<file path="src/rtl/cobp_pkg.sv">
// ----------------------------------------------------------------------------
// cobp_pkg
// Shared widths, types and state codes for the position-ordered character sort.
// ----------------------------------------------------------------------------
`default_nettype none

package cobp_pkg;

  localparam int CODE_W = 8;
  localparam int KEY_W  = 10;

  typedef struct packed {
    logic [KEY_W-1:0]  key;
    logic [CODE_W-1:0] code;
  } entry_t;

  typedef struct packed {
    logic ins;
    logic shift;
  } cell_ctl_t;

  typedef enum logic {
    ST_LOAD,
    ST_EMIT
  } state_t;

endpackage

`default_nettype wire

</file>
<file path="src/rtl/cobp_ifs.sv">
// ----------------------------------------------------------------------------
// cobp_ifs
// Valid/ready channel interfaces for character input and sorted results.
// ----------------------------------------------------------------------------
`default_nettype none

interface cobp_in_if;
  import cobp_pkg::*;

  logic              valid;
  logic              ready;
  logic [CODE_W-1:0] char_code;
  logic [KEY_W-1:0]  char_x;
  logic              last_char;

  modport source (output valid, output char_code, output char_x, output last_char,
                  input ready);
  modport sink   (input valid, input char_code, input char_x, input last_char,
                  output ready);
endinterface

interface cobp_out_if;
  import cobp_pkg::*;

  logic              valid;
  logic              ready;
  logic [CODE_W-1:0] out_code;
  logic              out_last;
  logic              overflow;

  modport source (output valid, output out_code, output out_last, output overflow,
                  input ready);
  modport sink   (input valid, input out_code, input out_last, input overflow,
                  output ready);
endinterface

`default_nettype wire

</file>
<file path="src/rtl/cobp_cell.sv">
// ----------------------------------------------------------------------------
// cobp_cell
// One slot of the insertion chain: holds a key/code pair, shifts up on insert
// and down on emit.
// ----------------------------------------------------------------------------
`default_nettype none

module cobp_cell (
  input  wire logic               clk,
  input  wire logic               rst_n,
  input  wire cobp_pkg::cell_ctl_t ctl,
  input  wire cobp_pkg::entry_t   new_entry,
  input  wire logic               prev_valid,
  input  wire logic               prev_gt,
  input  wire cobp_pkg::entry_t   prev_entry,
  input  wire logic               next_valid,
  input  wire cobp_pkg::entry_t   next_entry,
  output logic                    valid,
  output logic                    gt,
  output cobp_pkg::entry_t        entry
);
  import cobp_pkg::*;

  logic   valid_r;
  logic   valid_nxt;
  entry_t entry_r;
  entry_t entry_nxt;

  assign gt    = valid_r && (entry_r.key > new_entry.key);
  assign valid = valid_r;
  assign entry = entry_r;

  always_comb begin
    valid_nxt = valid_r;
    entry_nxt = entry_r;
    if (ctl.ins) begin
      if (prev_gt) begin
        valid_nxt = 1'b1;
        entry_nxt = prev_entry;
      end else if (prev_valid && (gt || !valid_r)) begin
        valid_nxt = 1'b1;
        entry_nxt = new_entry;
      end
    end else if (ctl.shift) begin
      valid_nxt = next_valid;
      entry_nxt = next_entry;
    end
  end

  always_ff @(posedge clk) begin
    if (!rst_n) begin
      valid_r <= 1'b0;
    end else begin
      valid_r <= valid_nxt;
    end
  end

  always_ff @(posedge clk) begin
    entry_r <= entry_nxt;
  end

endmodule

`default_nettype wire

</file>
<file path="src/rtl/cobp_ctrl.sv">
// ----------------------------------------------------------------------------
// cobp_ctrl
// Load/emit sequencer and sticky overflow flag for the insertion chain.
// ----------------------------------------------------------------------------
`default_nettype none

module cobp_ctrl (
  input  wire logic                clk,
  input  wire logic                rst_n,
  input  wire logic                in_valid,
  input  wire logic                in_last,
  input  wire logic                full,
  input  wire logic                more,
  input  wire logic                out_free,
  output logic                     in_ready,
  output cobp_pkg::cell_ctl_t      ctl,
  output logic                     dropped
);
  import cobp_pkg::*;

  state_t state_r;
  state_t state_nxt;
  logic   dropped_r;
  logic   dropped_nxt;

  assign dropped = dropped_r;

  always_comb begin
    state_nxt   = state_r;
    dropped_nxt = dropped_r;
    in_ready    = 1'b0;
    ctl         = '0;
    case (state_r)
      ST_LOAD: begin
        in_ready = 1'b1;
        if (in_valid) begin
          ctl.ins = !full;
          if (full) begin
            dropped_nxt = 1'b1;
          end
          if (in_last) begin
            state_nxt = ST_EMIT;
          end
        end
      end
      ST_EMIT: begin
        if (out_free) begin
          ctl.shift = 1'b1;
          if (!more) begin
            state_nxt   = ST_LOAD;
            dropped_nxt = 1'b0;
          end
        end
      end
      default: begin
        state_nxt = ST_LOAD;
      end
    endcase
  end

  always_ff @(posedge clk) begin
    if (!rst_n) begin
      state_r   <= ST_LOAD;
      dropped_r <= 1'b0;
    end else begin
      state_r   <= state_nxt;
      dropped_r <= dropped_nxt;
    end
  end

endmodule

`default_nettype wire

</file>
<file path="src/rtl/char_order_by_position_sort_unit.sv">
// ----------------------------------------------------------------------------
// char_order_by_position_sort_unit
// Collects characters into a sorted insertion chain keyed by column and
// streams the codes out in ascending column order, ties in arrival order.
//
//   channel  role    payload                          handshake
//   in_ch    sink    char_code[8] char_x[10] last_char valid/ready
//   out_ch   source  out_code[8] out_last overflow     valid/ready
//
// While loading, the input is always ready and each compare cell checks its
// key against the incoming one in parallel; a character that finds the chain
// full is dropped and flags overflow. After the last character the input is
// held off while the chain shifts one code per cycle into the output register
// whenever the output is free. Reset is synchronous and clears the cell valid
// bits, sequencer and output valid flag. Output stalls hold the chain; the
// input reopens once the final code is in the output register.
// ----------------------------------------------------------------------------
`default_nettype none

module char_order_by_position_sort_unit #(
  parameter int MAX_CHARS = 16
) (
  input  wire logic   clk,
  input  wire logic   rst_n,
  cobp_in_if.sink     in_ch,
  cobp_out_if.source  out_ch
);
  import cobp_pkg::*;

  cell_ctl_t            ctl;
  entry_t               new_entry;
  logic [MAX_CHARS-1:0] valid_w;
  logic [MAX_CHARS-1:0] gt_w;
  entry_t               entry_w [MAX_CHARS];
  logic [MAX_CHARS-1:0] order_ok;
  logic                 dropped;
  logic                 out_free;

  logic                 out_valid_r;
  logic [CODE_W-1:0]    out_code_r;
  logic                 out_last_r;
  logic                 out_ovf_r;

  assign new_entry.key  = in_ch.char_x;
  assign new_entry.code = in_ch.char_code;
  assign out_free       = !out_valid_r || out_ch.ready;

  cobp_ctrl u_ctrl (
    .clk      (clk),
    .rst_n    (rst_n),
    .in_valid (in_ch.valid),
    .in_last  (in_ch.last_char),
    .full     (valid_w[MAX_CHARS-1]),
    .more     (valid_w[1]),
    .out_free (out_free),
    .in_ready (in_ch.ready),
    .ctl      (ctl),
    .dropped  (dropped)
  );

  for (genvar i = 0; i < MAX_CHARS; i++) begin : g_cell
    logic   prev_valid;
    logic   prev_gt;
    entry_t prev_entry;
    logic   next_valid;
    entry_t next_entry;

    if (i == 0) begin : g_head
      assign prev_valid = 1'b1;
      assign prev_gt    = 1'b0;
      assign prev_entry = new_entry;
      assign order_ok[i] = 1'b1;
    end else begin : g_body
      assign prev_valid = valid_w[i-1];
      assign prev_gt    = gt_w[i-1];
      assign prev_entry = entry_w[i-1];
      assign order_ok[i] = !valid_w[i] || (entry_w[i-1].key <= entry_w[i].key);
    end

    if (i == MAX_CHARS - 1) begin : g_tail
      assign next_valid = 1'b0;
      assign next_entry = entry_w[i];
    end else begin : g_mid
      assign next_valid = valid_w[i+1];
      assign next_entry = entry_w[i+1];
    end

    cobp_cell u_cell (
      .clk        (clk),
      .rst_n      (rst_n),
      .ctl        (ctl),
      .new_entry  (new_entry),
      .prev_valid (prev_valid),
      .prev_gt    (prev_gt),
      .prev_entry (prev_entry),
      .next_valid (next_valid),
      .next_entry (next_entry),
      .valid      (valid_w[i]),
      .gt         (gt_w[i]),
      .entry      (entry_w[i])
    );
  end

  always_ff @(posedge clk) begin
    if (!rst_n) begin
      out_valid_r <= 1'b0;
    end else if (ctl.shift) begin
      out_valid_r <= 1'b1;
    end else if (out_ch.ready) begin
      out_valid_r <= 1'b0;
    end
  end

  always_ff @(posedge clk) begin
    if (ctl.shift) begin
      out_code_r <= entry_w[0].code;
      out_last_r <= !valid_w[1];
      out_ovf_r  <= dropped;
    end
  end

  assign out_ch.valid    = out_valid_r;
  assign out_ch.out_code = out_code_r;
  assign out_ch.out_last = out_last_r;
  assign out_ch.overflow = out_ovf_r;

`ifndef SYNTH
  a_chain_packed: assert property (@(posedge clk) disable iff (!rst_n)
    (valid_w & (valid_w + MAX_CHARS'(1))) == '0)
    else $error("cell chain has a hole");

  a_chain_sorted: assert property (@(posedge clk) disable iff (!rst_n)
    &order_ok)
    else $error("cell chain out of column order");

  a_hold_after_last: assert property (@(posedge clk) disable iff (!rst_n)
    (in_ch.valid && in_ch.ready && in_ch.last_char) |=> !in_ch.ready)
    else $error("input open right after last character");

  a_final_empties: assert property (@(posedge clk) disable iff (!rst_n)
    (ctl.shift && !valid_w[1]) |=> (valid_w == '0 && out_ch.out_last && !dropped))
    else $error("final result did not empty the chain");
`endif

endmodule

`default_nettype wire
</file>
<file path="src/flat_wrapper.sv">
// flat-port wrapper written by rule: the top's interface ports become plain ports
module char_order_by_position_sort_unit_flat import cobp_pkg::*;
#(
  parameter int MAX_CHARS = 16
)
  (clk, rst_n, in_ch_valid, in_ch_char_code, in_ch_char_x, in_ch_last_char, in_ch_ready, out_ch_valid, out_ch_out_code, out_ch_out_last, out_ch_overflow, out_ch_ready);
  cobp_in_if in_ch_i ();
  cobp_out_if out_ch_i ();
  input  wire logic clk;
  input  wire logic rst_n;
  input wire logic [$bits(in_ch_i.valid)-1:0] in_ch_valid;
  input wire logic [$bits(in_ch_i.char_code)-1:0] in_ch_char_code;
  input wire logic [$bits(in_ch_i.char_x)-1:0] in_ch_char_x;
  input wire logic [$bits(in_ch_i.last_char)-1:0] in_ch_last_char;
  output wire logic [$bits(in_ch_i.ready)-1:0] in_ch_ready;
  output wire logic [$bits(out_ch_i.valid)-1:0] out_ch_valid;
  output wire logic [$bits(out_ch_i.out_code)-1:0] out_ch_out_code;
  output wire logic [$bits(out_ch_i.out_last)-1:0] out_ch_out_last;
  output wire logic [$bits(out_ch_i.overflow)-1:0] out_ch_overflow;
  input wire logic [$bits(out_ch_i.ready)-1:0] out_ch_ready;
  assign in_ch_i.valid = in_ch_valid;
  assign in_ch_i.char_code = in_ch_char_code;
  assign in_ch_i.char_x = in_ch_char_x;
  assign in_ch_i.last_char = in_ch_last_char;
  assign in_ch_ready = in_ch_i.ready;
  assign out_ch_valid = out_ch_i.valid;
  assign out_ch_out_code = out_ch_i.out_code;
  assign out_ch_out_last = out_ch_i.out_last;
  assign out_ch_overflow = out_ch_i.overflow;
  assign out_ch_i.ready = out_ch_ready;
  char_order_by_position_sort_unit #(.MAX_CHARS(MAX_CHARS)) u_core (.clk(clk), .rst_n(rst_n), .in_ch(in_ch_i), .out_ch(out_ch_i));
endmodule
</file>
<file path="config.mk">
export PLATFORM = sky130hd
export DESIGN_NAME = char_order_by_position_sort_unit_flat
export DESIGN_NICKNAME = d
export VERILOG_FILES = /design/src/rtl/cobp_pkg.sv /design/src/rtl/cobp_ifs.sv /design/src/rtl/cobp_cell.sv /design/src/rtl/cobp_ctrl.sv /design/src/rtl/char_order_by_position_sort_unit.sv /design/src/flat_wrapper.sv
export SDC_FILE = /design/constraint.sdc
export NUM_CORES = 1
export LEC_CHECK = 0
export BUFFER_PORTS_ARGS = -buffer_cell sky130_fd_sc_hd__buf_2
export CAP_MARGIN = 10
export CORE_MARGIN = 3
export CORE_UTILIZATION = 54
export CTS_CLUSTER_DIAMETER = 100
export DETAILED_ROUTE_END_ITERATION = 10
export HOLD_SLACK_MARGIN = 0.02
export PLACE_DENSITY = 0.7
export REMOVE_ABC_BUFFERS = 1
export SETUP_SLACK_MARGIN = 0.15
export SYNTH_ARGS = -nofsm -noshare
export SYNTH_HDL_FRONTEND = slang
export SYNTH_SLANG_ARGS = --single-unit
</file>
<file path="constraint.sdc">
create_clock -name clk -period 7.25 [get_ports clk]
set_clock_uncertainty 0.2 [all_clocks]
set_input_delay 0.725 -clock clk [delete_from_list [all_inputs] [get_ports clk]]
set_output_delay 0.725 -clock clk [all_outputs]
set_load 0.02 [all_outputs]
</file>
# After elaboration in Yosys (flattened, before gate mapping)
# Cells that the tools add are included.
op_classes:
  muxes: 141
  reduce_logical: 86
  n_bitwise: 1
  eq_ne: 20
  order_cmp: 16
op_table:
  columns: ["cell", "count"]
  rows:
  - ["$mux 18", 61]
  - ["$gt 10x10->1", 16]
  - ["$mux 1", 78]
  - ["$ne 3x3->1 const B", 15]
  - ["$reduce_and 2->1", 17]
  - ["$logic_and 1x1->1", 31]
  - ["$logic_not 1->1", 17]
  - ["$logic_or 1x1->1", 17]
  - ["$ne 2x2->1 const B", 4]
  - ["$reduce_bool 2->1", 3]
  - ["$pmux 1 s2", 2]
  - ["$reduce_and 4->1", 1]
  - ["$ne 2x1->1 const B", 1]
  - ["$not 1->1", 1]
word_totals:
  regBits: 317
  output_inout_bits: 12
  word_cells: 318

# Depth between registers and ports, before layout
# Gate-level depths: netlist of run 1.
depth:
  word_depth: 7
  ltp_mapped: 10
  mapped_depth_nobuf: 7

# Modules after synthesis
# Synthesis of run 1 repeated with hierarchy kept, for this count alone.
hier_totals:
  cells_unflattened: 2062
  hier_area_um2: 20637.3
modules_own_cells:
  columns: ["module", "instances", "area_per_inst_um2", "seq_area_each_um2", "cells_per_inst"]
  rows:
  - ["cobp_cell (u_core.g_cell[0].u_cell ...)", 15, 1261.2, 560.5, 127]
  - ["cobp_cell (u_core.g_cell[12].u_cell)", 1, 1257.5, 560.5, 127]
  - ["char_order_by_position_sort_unit", 1, 360.3, 320.3, 17]
  - ["cobp_ctrl", 1, 101.3, 40.0, 13]

# Worst setup path before layout of run 1
# Ideal clock, no wire load.
synth_path:
  path_kind: "input to register"
  startpoint: "input port in_ch_char_x[5]"
  endpoint: "register u_core.g_cell[6].u_cell.entry_r (netlist bit u_core.g_cell[6].u_cell.entry[0]) (enable)"
  arrival_ps: 3255
  path_buffers: 1
  slack_ps: 3391
  required_time_ps: 6646
  path_stages: 8
  cell_sequence: "inv_1 ha_1 nand4_1 a211oi_2 a2111oi_2 buf_2 or2_2 a41oi_1"
synth_via:
  elab_chain_cells: 6
  word_cells_on_any_way: 8
  cone_classes: "order compare: 2; eq/ne: 1; reduce/logical: 5"
synth_rtl:
  columns: ["element", "line", "rtl"]
  rows:
  - ["start: declaration", "flat_wrapper.sv:13", "input wire logic [$bits(in_ch_i.char_x)-1:0] in_ch_char_x;"]
  - ["$gt 10x10->1", "cobp_cell.sv:29", "assign gt = valid_r && (entry_r.key > new_entry.key);"]
  - ["$logic_and 1x1->1", "cobp_cell.sv:29", null]
  - ["$logic_or 1x1->1", "cobp_cell.sv:40", "end else if (prev_valid && (gt || !valid_r)) begin"]
  - ["$logic_and 1x1->1", "cobp_cell.sv:40", null]
  - ["$ne 3x3->1 (no source line) *", null, null]
  - ["$reduce_and 2->1 (no source line) *", null, null]
  - ["end signal: assignment", "cobp_cell.sv:59", "entry_r <= entry_nxt;"]
  - ["end: declaration", "cobp_cell.sv:26", "entry_t entry_r;"]
# Mark *: on every way between the ends. The rest lies on a longest branch, timed or not.
# A chain may end at the register's enable or synchronous reset.

==> flow_summary.toml, run 1 <==
[die]
pin_count = 35
dieArea_sq_mm = 0.0389
row_count = 69
core_area_sq_mm = 0.0358
die_x_um = 197
initial_utilization = 0.551
die_y_um = 197

[grt]
grt_busiest_layer = "met2"
met1_usage = 0.457
met3_usage = 0.0725
antenna_found_initial = 1
grt_max_degree = 175
grt_pass1_vias = 15900
grt.total_usage = 0.333
gr-total-overflow = 0
grt_pass1_wl_um = 98200
grt_use_met2 = 0.489

[sta]
tns_ns = 0
finalSetupViolCount = 0
hold_violations = 0
rsz0062_at_grt = "false"
fmax_mhz = 247
min_period_over_period = 0.558
slew_headroom = 0.123
min_period_ns = 4.05
worst_pin_slew_ns = 1.31
drv_slew = 0
holdWs_ns = 0.223
layout_setup_ws_ns = 3.20

[critical_path]
cp_slowest_stage_delay_ns = 0.81
crit_chain = "buf_2 -> inv_1 -> ha_1 -> and2_1 -> a211o_1 -> a31oi_4 -> or2_1 -> o221ai_1"
cpMaxStageDelayCell = "or2_1"
r2r_slack_ns = 3.65
cp_num_buf_inv = 2
crit_family = "compound AO/OA/AOI/OAI gates"
cp_max_fo = 19
worst-setup-path-type = "in -> reg"
startpoint_type = "input port"
required_ns = 7.31
end_kind = "flip-flop"
arrival_ns = 4.11

[logic_synthesis]
synthArstFlopShare = 0
synth_area_sq_mm = 0.0197
syn-instance-count = 1859
synth-edff-count = 298
synth-seq-cells = 317
synth.distinct_cells = 64
yosysWarnings = 0
syn_area_per_cell_sq_um = 10.6
seq_area_frac_synth = 0.473
synthFlopType = "edfxtp_1"

[layout]
fillCellCount = 2947
multi_input_area_sq_mm = 0.00955
final_cell_area_sq_mm = 0.0212
drive_above_1_share = 0.105
seqCellArea_sq_mm = 0.00933
syn2layout_area_growth_pct = 7.49
final_nets = 1967
antenna_cells = 0

[placed_design]
portBuffers = 34
dpl.hpwl_um = 44800
gp_congestion = 0.934
placed_cell_area_sq_mm = 0.0201
pre_cts_ws_ns = 2.77

[clock_network]
clk_path_buf_depth = 3
cts_setup_buffers = 0
cts-buffers-inserted = 37
ctsResizeCount = 0
cts-root-buf = "clkbuf_16"
worstSkewPairLatency_ns = 0.55
htreeDepth = 2
clk_pin_slew_ns = 0.06
cts_tree = "built"
cts.sinks = 317
cts_hold_buf = 0

[route]
drc_errors = 0
antenna_left = 0
dr.pass1.iters = 5
vias = 16600
drt_wl_total_um = 65400
wire_per_inst_um = 28.6
vias_per_cell = 7.28
drtIter0Drc = 2196

[flow_run]
maxCapViolCount = 0

[power_and_ir_drop]
leakagePower_nw = 7.42
p_per_area_mw_per_mm2 = 257
vdd_drop_max_v = 0.000204

[min_path]
holdCritPathClass = "reg -> reg"

[status]
status = "completed"
## where the power goes
| group | switching [W] | internal, W | total (W) | leakage, nW |
|---|---|---|---|---|
| Sequential | 0.000192 | 0.00228 | 0.00247 | 2.95 |
| Combinational | 0.000754 | 0.000394 | 0.00115 | 3.89 |
| Clock | 0.000770 | 0.00105 | 0.00182 | 0.575 |
## per-layer routing
layer | vias to the layer above | wire length, um
met5 | - | 12
met4 | 2 | 4270
met3 | 238 | 7440
met2 | 1078 | 28200
met1 | 8068 | 25500
li1 | 7239 | -
## cell usage in the layout (no fill, tap or decap), drive strengths merged, types with 3 or more instances in the layout
master | Yosys | layout
o211ai | 55 | 55
nor2 | 24 | 24
and3 | 4 | 4
o21ai | 46 | 46
o221ai | 7 | 7
nand3 | 9 | 9
a21boi | 5 | 5
mux2 | 18 | 18
edfxtp | 298 | 298
ha | 150 | 150
a221o | 216 | 216
a21o | 7 | 7
and2 | 12 | 12
and4 | 16 | 16
dfxtp | 19 | 19
buf | 99 | 64
nor3 | 213 | 213
nor4b | 3 | 3
a211oi | 18 | 18
nand3b | 3 | 3
a21oi | 66 | 66
a31oi | 3 | 3
clkbuf | 69 | 53
nand2b | 19 | 19
nand2 | 317 | 317
a2111oi | 9 | 9
inv | 42 | 43
nor2b | 6 | 6
a41oi | 8 | 8
or2 | 21 | 21
nor4 | 12 | 12
a31o | 6 | 6
nand4 | 43 | 43
clkinv | 1 | 14
## final cells by class
| type | count | area share |
|---|---|---|
| Clock buffer | 53 | 0.0499 |
| Tap cell | 461 | 0.0272 |
| Inverter | 43 | 0.00761 |
| Sequential cell | 317 | 0.440 |
| Timing Repair Buffer | 64 | 0.0204 |
| Multi-Input combinational cell | 1331 | 0.450 |
| Clock inverter | 15 | 0.00484 |
## kinds of logic after synthesis
| family | synth area share |
|---|---|
| adders and majority gates | 0.0951 |
| buffers and inverters | 0.0522 |
| muxes | 0.0103 |
| and+or+nand+nor | 0.170 |
| AOI/OAI and AO/OA | 0.199 |
| DFF | 0.473 |
## path summary, 6_finish.rpt
| check | start | cells after the start | to |
|---|---|---|---|
| worst min-delay path | u_core.u_ctrl.dropped$_SDFFE_PN0P_ | 0 | u_core.out_ch.overflow$_DFFE_PP_ |
| worst max register to register | u_core.g_cell[4].u_cell.entry[13]$_DFFE_PP_ | 7 | u_core.g_cell[4].u_cell.entry[14]$_DFFE_PP_ |
| worst min register to register | u_core.u_ctrl.dropped$_SDFFE_PN0P_ | 0 | u_core.out_ch.overflow$_DFFE_PP_ |
| worst max-delay path | in_ch_char_x[1] | 8 | u_core.g_cell[1].u_cell.entry[8]$_DFFE_PP_ |
## sequential cells by signal, indices dropped and copies added (netlist names)
signal                      cells
u_core.out_ch.valid             1
u_core.u_ctrl.dropped           1
u_core.g_cell.u_cell.entry    288
u_core.out_ch.out_code          8
u_core.u_ctrl.state_r           1
u_core.out_ch.out_last          1
u_core.g_cell.u_cell.valid     16
u_core.out_ch.overflow          1
## metrics by stage
stage	instances	utilization	power (W)
floorplan	1691	-	0.00325
global placement	2216	0.560	0.00357
detailed placement	2216	0.560	0.00361
CTS	2284	0.592	0.00541
global route	2284	0.592	0.00563
finish	2284	0.592	0.00544
## synthesized netlist by cell type (all sizes together), types with 2 or more instances
cell	n	area (sq um)
and2	12	75.1
a211oi	18	150
clkbuf	69	259
nand3	9	55.1
and3	4	30.0
nand2	317	1190
o221ai	7	61.3
a311o	2	20.0
a31o	6	52.6
and4	16	140
nand2b	19	119
nor2	24	90.1
a41oi	8	70.1
edfxtp	298	8950
nor4b	3	38.8
a31oi	3	33.8
dfxtp	19	380
a21boi	5	37.5
nand4	43	275
o22ai	2	12.5
mux2	18	203
nand3b	3	22.5
a211o	2	17.5
a221o	216	2160
ha	150	1880
buf	99	611
a21oi	66	342
o211ai	55	487
nor4	12	75.1
a2111oi	9	125
a221oi	2	35.0
inv	42	158
nor3	213	1070
or2	21	131
o21ai	46	234
nor2b	6	37.5
a21o	7	52.6
No activity file was read; power rests on OpenSTA's default activity.
==> run 2, diff against run 1 <==
Clock period 7.25 ns to 4.15 ns, I/O delays scaled along.
==> flow_summary.toml, run 2 (synthesis gave the netlist of run 1 again) <==
[status]
status = "completed"

[sta]
tns_ns = 0
hold_violations = 0
rsz0062_at_grt = "false"
holdWs_ns = 0.0295
finalSetupViolCount = 0
fmax_mhz = 270
min_period_ns = 3.70
min_period_over_period = 0.892
worst_pin_slew_ns = 0.978
drv_slew = 0
slew_headroom = 0.348

[grt]
grt_pass1_vias = 16300
grt_pass1_wl_um = 99600
gr-total-overflow = 0
grt_max_degree = 86
antenna_found_initial = 0
grt.total_usage = 0.337

[critical_path]
startpoint_type = "input port"
cpMaxStageDelayCell = "or2_1"
end_kind = "flip-flop"
reg2reg_from = "u_core.g_cell[15].u_cell.valid$_SDFFE_PN0P_"
worst-setup-path-type = "in -> reg"
r2r_slack_ns = 1.01
cp_slowest_stage_delay_ns = 0.64
crit_family = "buffers and inverters"
reg2reg_to = "u_core.g_cell[9].u_cell.entry[2]$_DFFE_PP_"
rr_worst_depth = 5
cp_num_buf_inv = 5
cp_common_cell = "buf_4"
cp_max_fo = 20
required_ns = 4.37
arrival_ns = 3.92
crit_chain = "dlygate4sd3_1 -> buf_2 -> inv_1 -> buf_4 -> ha_1 -> nand4_1 -> a211oi_1 -> a2111oi_2 -> buf_4 -> or2_1 -> a221o_1"

[route]
wire_per_inst_um = 28.3
drt_wl_total_um = 66400
drc_errors = 0
vias = 16900
drtIter0Drc = 2433
antenna_left = 0
dr.pass1.iters = 6
vias_per_cell = 7.20

[min_path]
whs_path_depth = 2
holdPathEnd = "u_core.g_cell[15].u_cell.entry[7]$_DFFE_PP_"
worstHoldStart = "in_ch_char_code[7]"
holdCritPathClass = "in -> reg"

[power_and_ir_drop]
clkPwrFrac = 0.331
p_per_area_mw_per_mm2 = 442
pwr-share-comb = 0.221
netSwitchingFraction = 0.318
vdd_drop_max_v = 0.000342
p_sw_w = 0.00305
pwr-share-seq = 0.448
p_int_w = 0.00654
leakagePower_nw = 7.72

[clock_network]
cts-buffers-inserted = 38
cts_tree = "built"
clk_path_buf_depth = 3
htreeDepth = 2
worstSkewPairLatency_ns = 0.57
cts.sinks = 317
cts-root-buf = "clkbuf_16"
cts_setup_buffers = 0
clk_pin_slew_ns = 0.06
ctsResizeCount = 0

[layout]
fillCellCount = 2946
largest_reg_flops = 288
syn2layout_area_growth_pct = 10.0
seqCellArea_sq_mm = 0.00933
fin_cells = 2349
antenna_cells = 0
mostFrequentLayoutCells = "nand2_1, edfxtp_1, a221o_1, nor3_1, ha_1"
drive_above_1_share = 0.124
final_nets = 2034
final_common_cell = "nand2_1"
multi_input_area_sq_mm = 0.00954
final_cell_area_sq_mm = 0.0217

[placed_design]
gp_congestion = 1.00
dpl.hpwl_um = 47000
portBuffers = 34
placedCellCount = 2266
placed_cell_area_sq_mm = 0.0204

[die]
core_area_sq_mm = 0.0358
dieArea_sq_mm = 0.0389
pin_count = 35
die_y_um = 197
initial_utilization = 0.551
row_count = 69
die_x_um = 197

[flow_run]
maxCapViolCount = 0
[run 2: layout make-up]
| class | instances | area share |
|---|---|---|
| clock buffer | 51 | 0.0475 |
| timing repair buffer | 130 | 0.0446 |
| sequential | 317 | 0.430 |
| tap | 461 | 0.0266 |
| inverter | 43 | 0.00743 |
| multi-input combinational | 1331 | 0.439 |
| clock inverter | 16 | 0.00518 |
[run 2: metal layers]
metal	vias up	wire length (um)	track usage	part of all wire
li1	7349	-	-	-
met1	8201	26000	0.459	0.39
met2	1161	29700	0.522	0.45
met3	198	7040	0.0592	0.11
met4	2	3540	0.169	0.053
met5	-	77	0.0136	0.0012
[run 2: through the flow]
step           power, W  setup WS [ns]  utilization
2_1_floorplan   0.00568         -14.51            -
3_3_place_gp    0.00631          0.594        0.570
3_5_place_dp    0.00639          0.516        0.570
4_1_cts         0.00954          0.534        0.606
5_1_grt         0.00990          0.302        0.606
6_report        0.00959          0.449        0.606
[run 2: power by group through the flow]
| stage | Clock, W | Combinational (W) | Sequential (W) |
|---|---|---|---|
| 2_1_floorplan | 0 | 0.00149 | 0.00419 |
| 3_3_place_gp | 0 | 0.00198 | 0.00434 |
| 3_5_place_dp | 0 | 0.00205 | 0.00434 |
| 4_1_cts | 0.00320 | 0.00207 | 0.00428 |
| 5_1_grt | 0.00330 | 0.00229 | 0.00431 |
| 6_report | 0.00318 | 0.00212 | 0.00430 |
[run 2: worst max path at each step]
stage,startpoint,cells past startpoint,endpoint
6_report,in_ch_char_x[6],11,u_core.g_cell[5].u_cell.entry[3]$_DFFE_PP_
5_1_grt,in_ch_char_x[5],11,u_core.g_cell[5].u_cell.entry[14]$_DFFE_PP_
4_1_cts,in_ch_char_x[4],10,u_core.g_cell[14].u_cell.entry[2]$_DFFE_PP_
3_5_place_dp,in_ch_char_x[4],9,u_core.g_cell[14].u_cell.entry[2]$_DFFE_PP_
3_3_place_gp,in_ch_char_x[4],8,u_core.g_cell[12].u_cell.entry[14]$_DFFE_PP_
2_1_floorplan,u_core.g_cell[15].u_cell.valid$_SDFFE_PN0P_,5,u_core.g_cell[8].u_cell.entry[0]$_DFFE_PP_
[run 2: repair_timing]
action,CTS,global route
hold buffers,16,0
hold endpoints to repair,15,0
setup endpoints to repair,0,0
==> run 3, diff against run 2 <==
Settings changed: ABC_AREA set to 1.
==> flow_summary.toml, run 3 <==
[logic_synthesis]
yosysWarnings = 0
synth_most_common_cell = "nand2_1"
yosys-top-cells-count = "nand2_1, o21ai_1, edfxtp_1"
synth-seq-cells = 317
syn_area_per_cell_sq_um = 8.65
synthFlopType = "edfxtp_1"
synth-edff-count = 298
synth_area_leaders = "edfxtp_1, nand2_1, ha_1, o21ai_1, nor3_1"
seq_area_frac_synth = 0.472
yosys.area.top_type_share = 0.453
syn-instance-count = 2286
synthArstFlopShare = 0
synth_area_sq_mm = 0.0198
synth.distinct_cells = 34
post-synth-top-area-cell = "edfxtp_1"

[sta]
finalSetupViolCount = 0
hold_violations = 0
layout_setup_ws_ns = 0.958
min_period_over_period = 0.769
slew_headroom = 0.419
min_period_ns = 3.19
rsz0062_at_grt = "false"
fmax_mhz = 313
holdWs_ns = 0.210
worst_pin_slew_ns = 0.871
drv_slew = 0

[status]
status = "completed"

[clock_network]
clk_pin_slew_ns = 0.06
cts.sinks = 317
worstSkewPairLatency_ns = 0.55
cts-root-buf = "clkbuf_16"
ctsResizeCount = 0
clk_path_buf_depth = 3
cts_tree = "built"
cts-buffers-inserted = 37
htreeDepth = 2
cts_hold_buf = 4
cts_setup_buffers = 0

[critical_path]
startpoint_type = "input port"
end_kind = "flip-flop"
cp_max_fo = 21
required_ns = 4.31
worst-setup-path-type = "in -> reg"
arrival_ns = 3.35

[grt]
gr-total-overflow = 0
grt.total_usage = 0.322
grt_pass1_wl_um = 94800
grt_pass1_vias = 15800
grt_max_degree = 196
antenna_found_initial = 1

[route]
drtIter0Drc = 2331
drc_errors = 0
antenna_left = 0
dr.pass1.iters = 6
vias_per_cell = 6.25
vias = 17300
wire_per_inst_um = 22.9
drt_wl_total_um = 63300

[die]
die_y_um = 197
die_x_um = 197
initial_utilization = 0.552
core_area_sq_mm = 0.0358
dieArea_sq_mm = 0.0389
pin_count = 35
row_count = 69

[power_and_ir_drop]
p_per_area_mw_per_mm2 = 444
vdd_drop_max_v = 0.000233
leakagePower_nw = 8.78

[placed_design]
dpl.hpwl_um = 43400
portBuffers = 34
pre_cts_ws_ns = 0.482
placed_cell_area_sq_mm = 0.0202
gp_congestion = 0.971

[layout]
fillCellCount = 3078
syn2layout_area_growth_pct = 8.51
final_cell_area_sq_mm = 0.0215
final_nets = 2452
final_common_cell = "nand2_1"
drive_above_1_share = 0.0976
mostFrequentLayoutCells = "nand2_1, o21ai_1, edfxtp_1, ha_1, inv_1"
largest_reg_flops = 288

[flow_run]
maxCapViolCount = 0

[min_path]
holdCritPathClass = "in -> reg"
## run 3: critical path, cell delays in order
cell     delay (ns)
buf_2          0.35
inv_1          0.48
buf_4          0.32
ha_1           0.28
nand2_1        0.05
nor2_2         0.12
nand3_1        0.09
nand3_1        0.10
nand2_2        0.27
nor2_4         0.42
o21ai_0        0.15
o21ai_0        0.28
## run 3: worst paths after layout
kind	endpoint	cells after the start	slack, ns	from
worst max-delay path	u_core.g_cell[10].u_cell.entry[17]$_DFFE_PP_	12	0.96	in_ch_char_x[6]
worst min-delay path	u_core.g_cell[8].u_cell.valid$_SDFFE_PN0P_	3	0.21	rst_n
worst max register to register	u_core.g_cell[3].u_cell.entry[5]$_DFFE_PP_	9	1.37	u_core.g_cell[3].u_cell.entry[13]$_DFFE_PP_
worst min register to register	u_core.out_ch.overflow$_DFFE_PP_	0	0.25	u_core.u_ctrl.dropped$_SDFFE_PN0P_
## run 3: layout make-up
class / instances / area (sq um) / share of cell area
diodes: 3 / 7.51 / 0.000350
clock buffers: 44 / 952 / 0.0444
clock inverters: 21 / 220 / 0.0103
inverters: 147 / 572 / 0.0267
multi-input cells: 1680 / 9110 / 0.425
flip-flops and latches: 317 / 9330 / 0.435
well taps: 461 / 577 / 0.0269
repair buffers: 96 / 683 / 0.0318
## run 3: metrics by stage
step	util	TNS, ns	total power, W	cells
global route	0.599	0	0.00990	2767
global placement	0.565	0	0.00618	2697
finish	0.599	0	0.00953	2769
detailed placement	0.565	0	0.00624	2697
floorplan	-	-504.02	0.00550	2144
CTS	0.599	0	0.00949	2766
## run 3: kinds of logic (layout without fill, tap and decap cells)
family / count (synthesis) / after routing / synth area share
AND/OR/NAND/NOR: 919 / 919 / 0.207
AO/OA/AOI/OAI: 611 / 611 / 0.159
flip-flops: 317 / 317 / 0.472
buffers and inverters: 289 / 308 / 0.0672
adder cells (fa/ha/maj): 150 / 150 / 0.0949
other: 0 / 3 / 0
## run 3: routing by layer
layer	routed length, um	vias to the layer above	track usage
li1	-	7969	-
met1	26300	8073	0.467
met2	25400	1088	0.441
met3	7920	175	0.0860
met4	3660	0	0.171
met5	0	-	0
## run 3: power by group
group	total [W]	leakage (nW)	switching (W)	internal (W)
clock	0.00327	0.570	0.00133	0.00194
combinational	0.00198	5.26	0.00138	0.000599
sequential	0.00427	2.95	0.000285	0.00398
total	0.00953	8.78	0.00300	0.00652
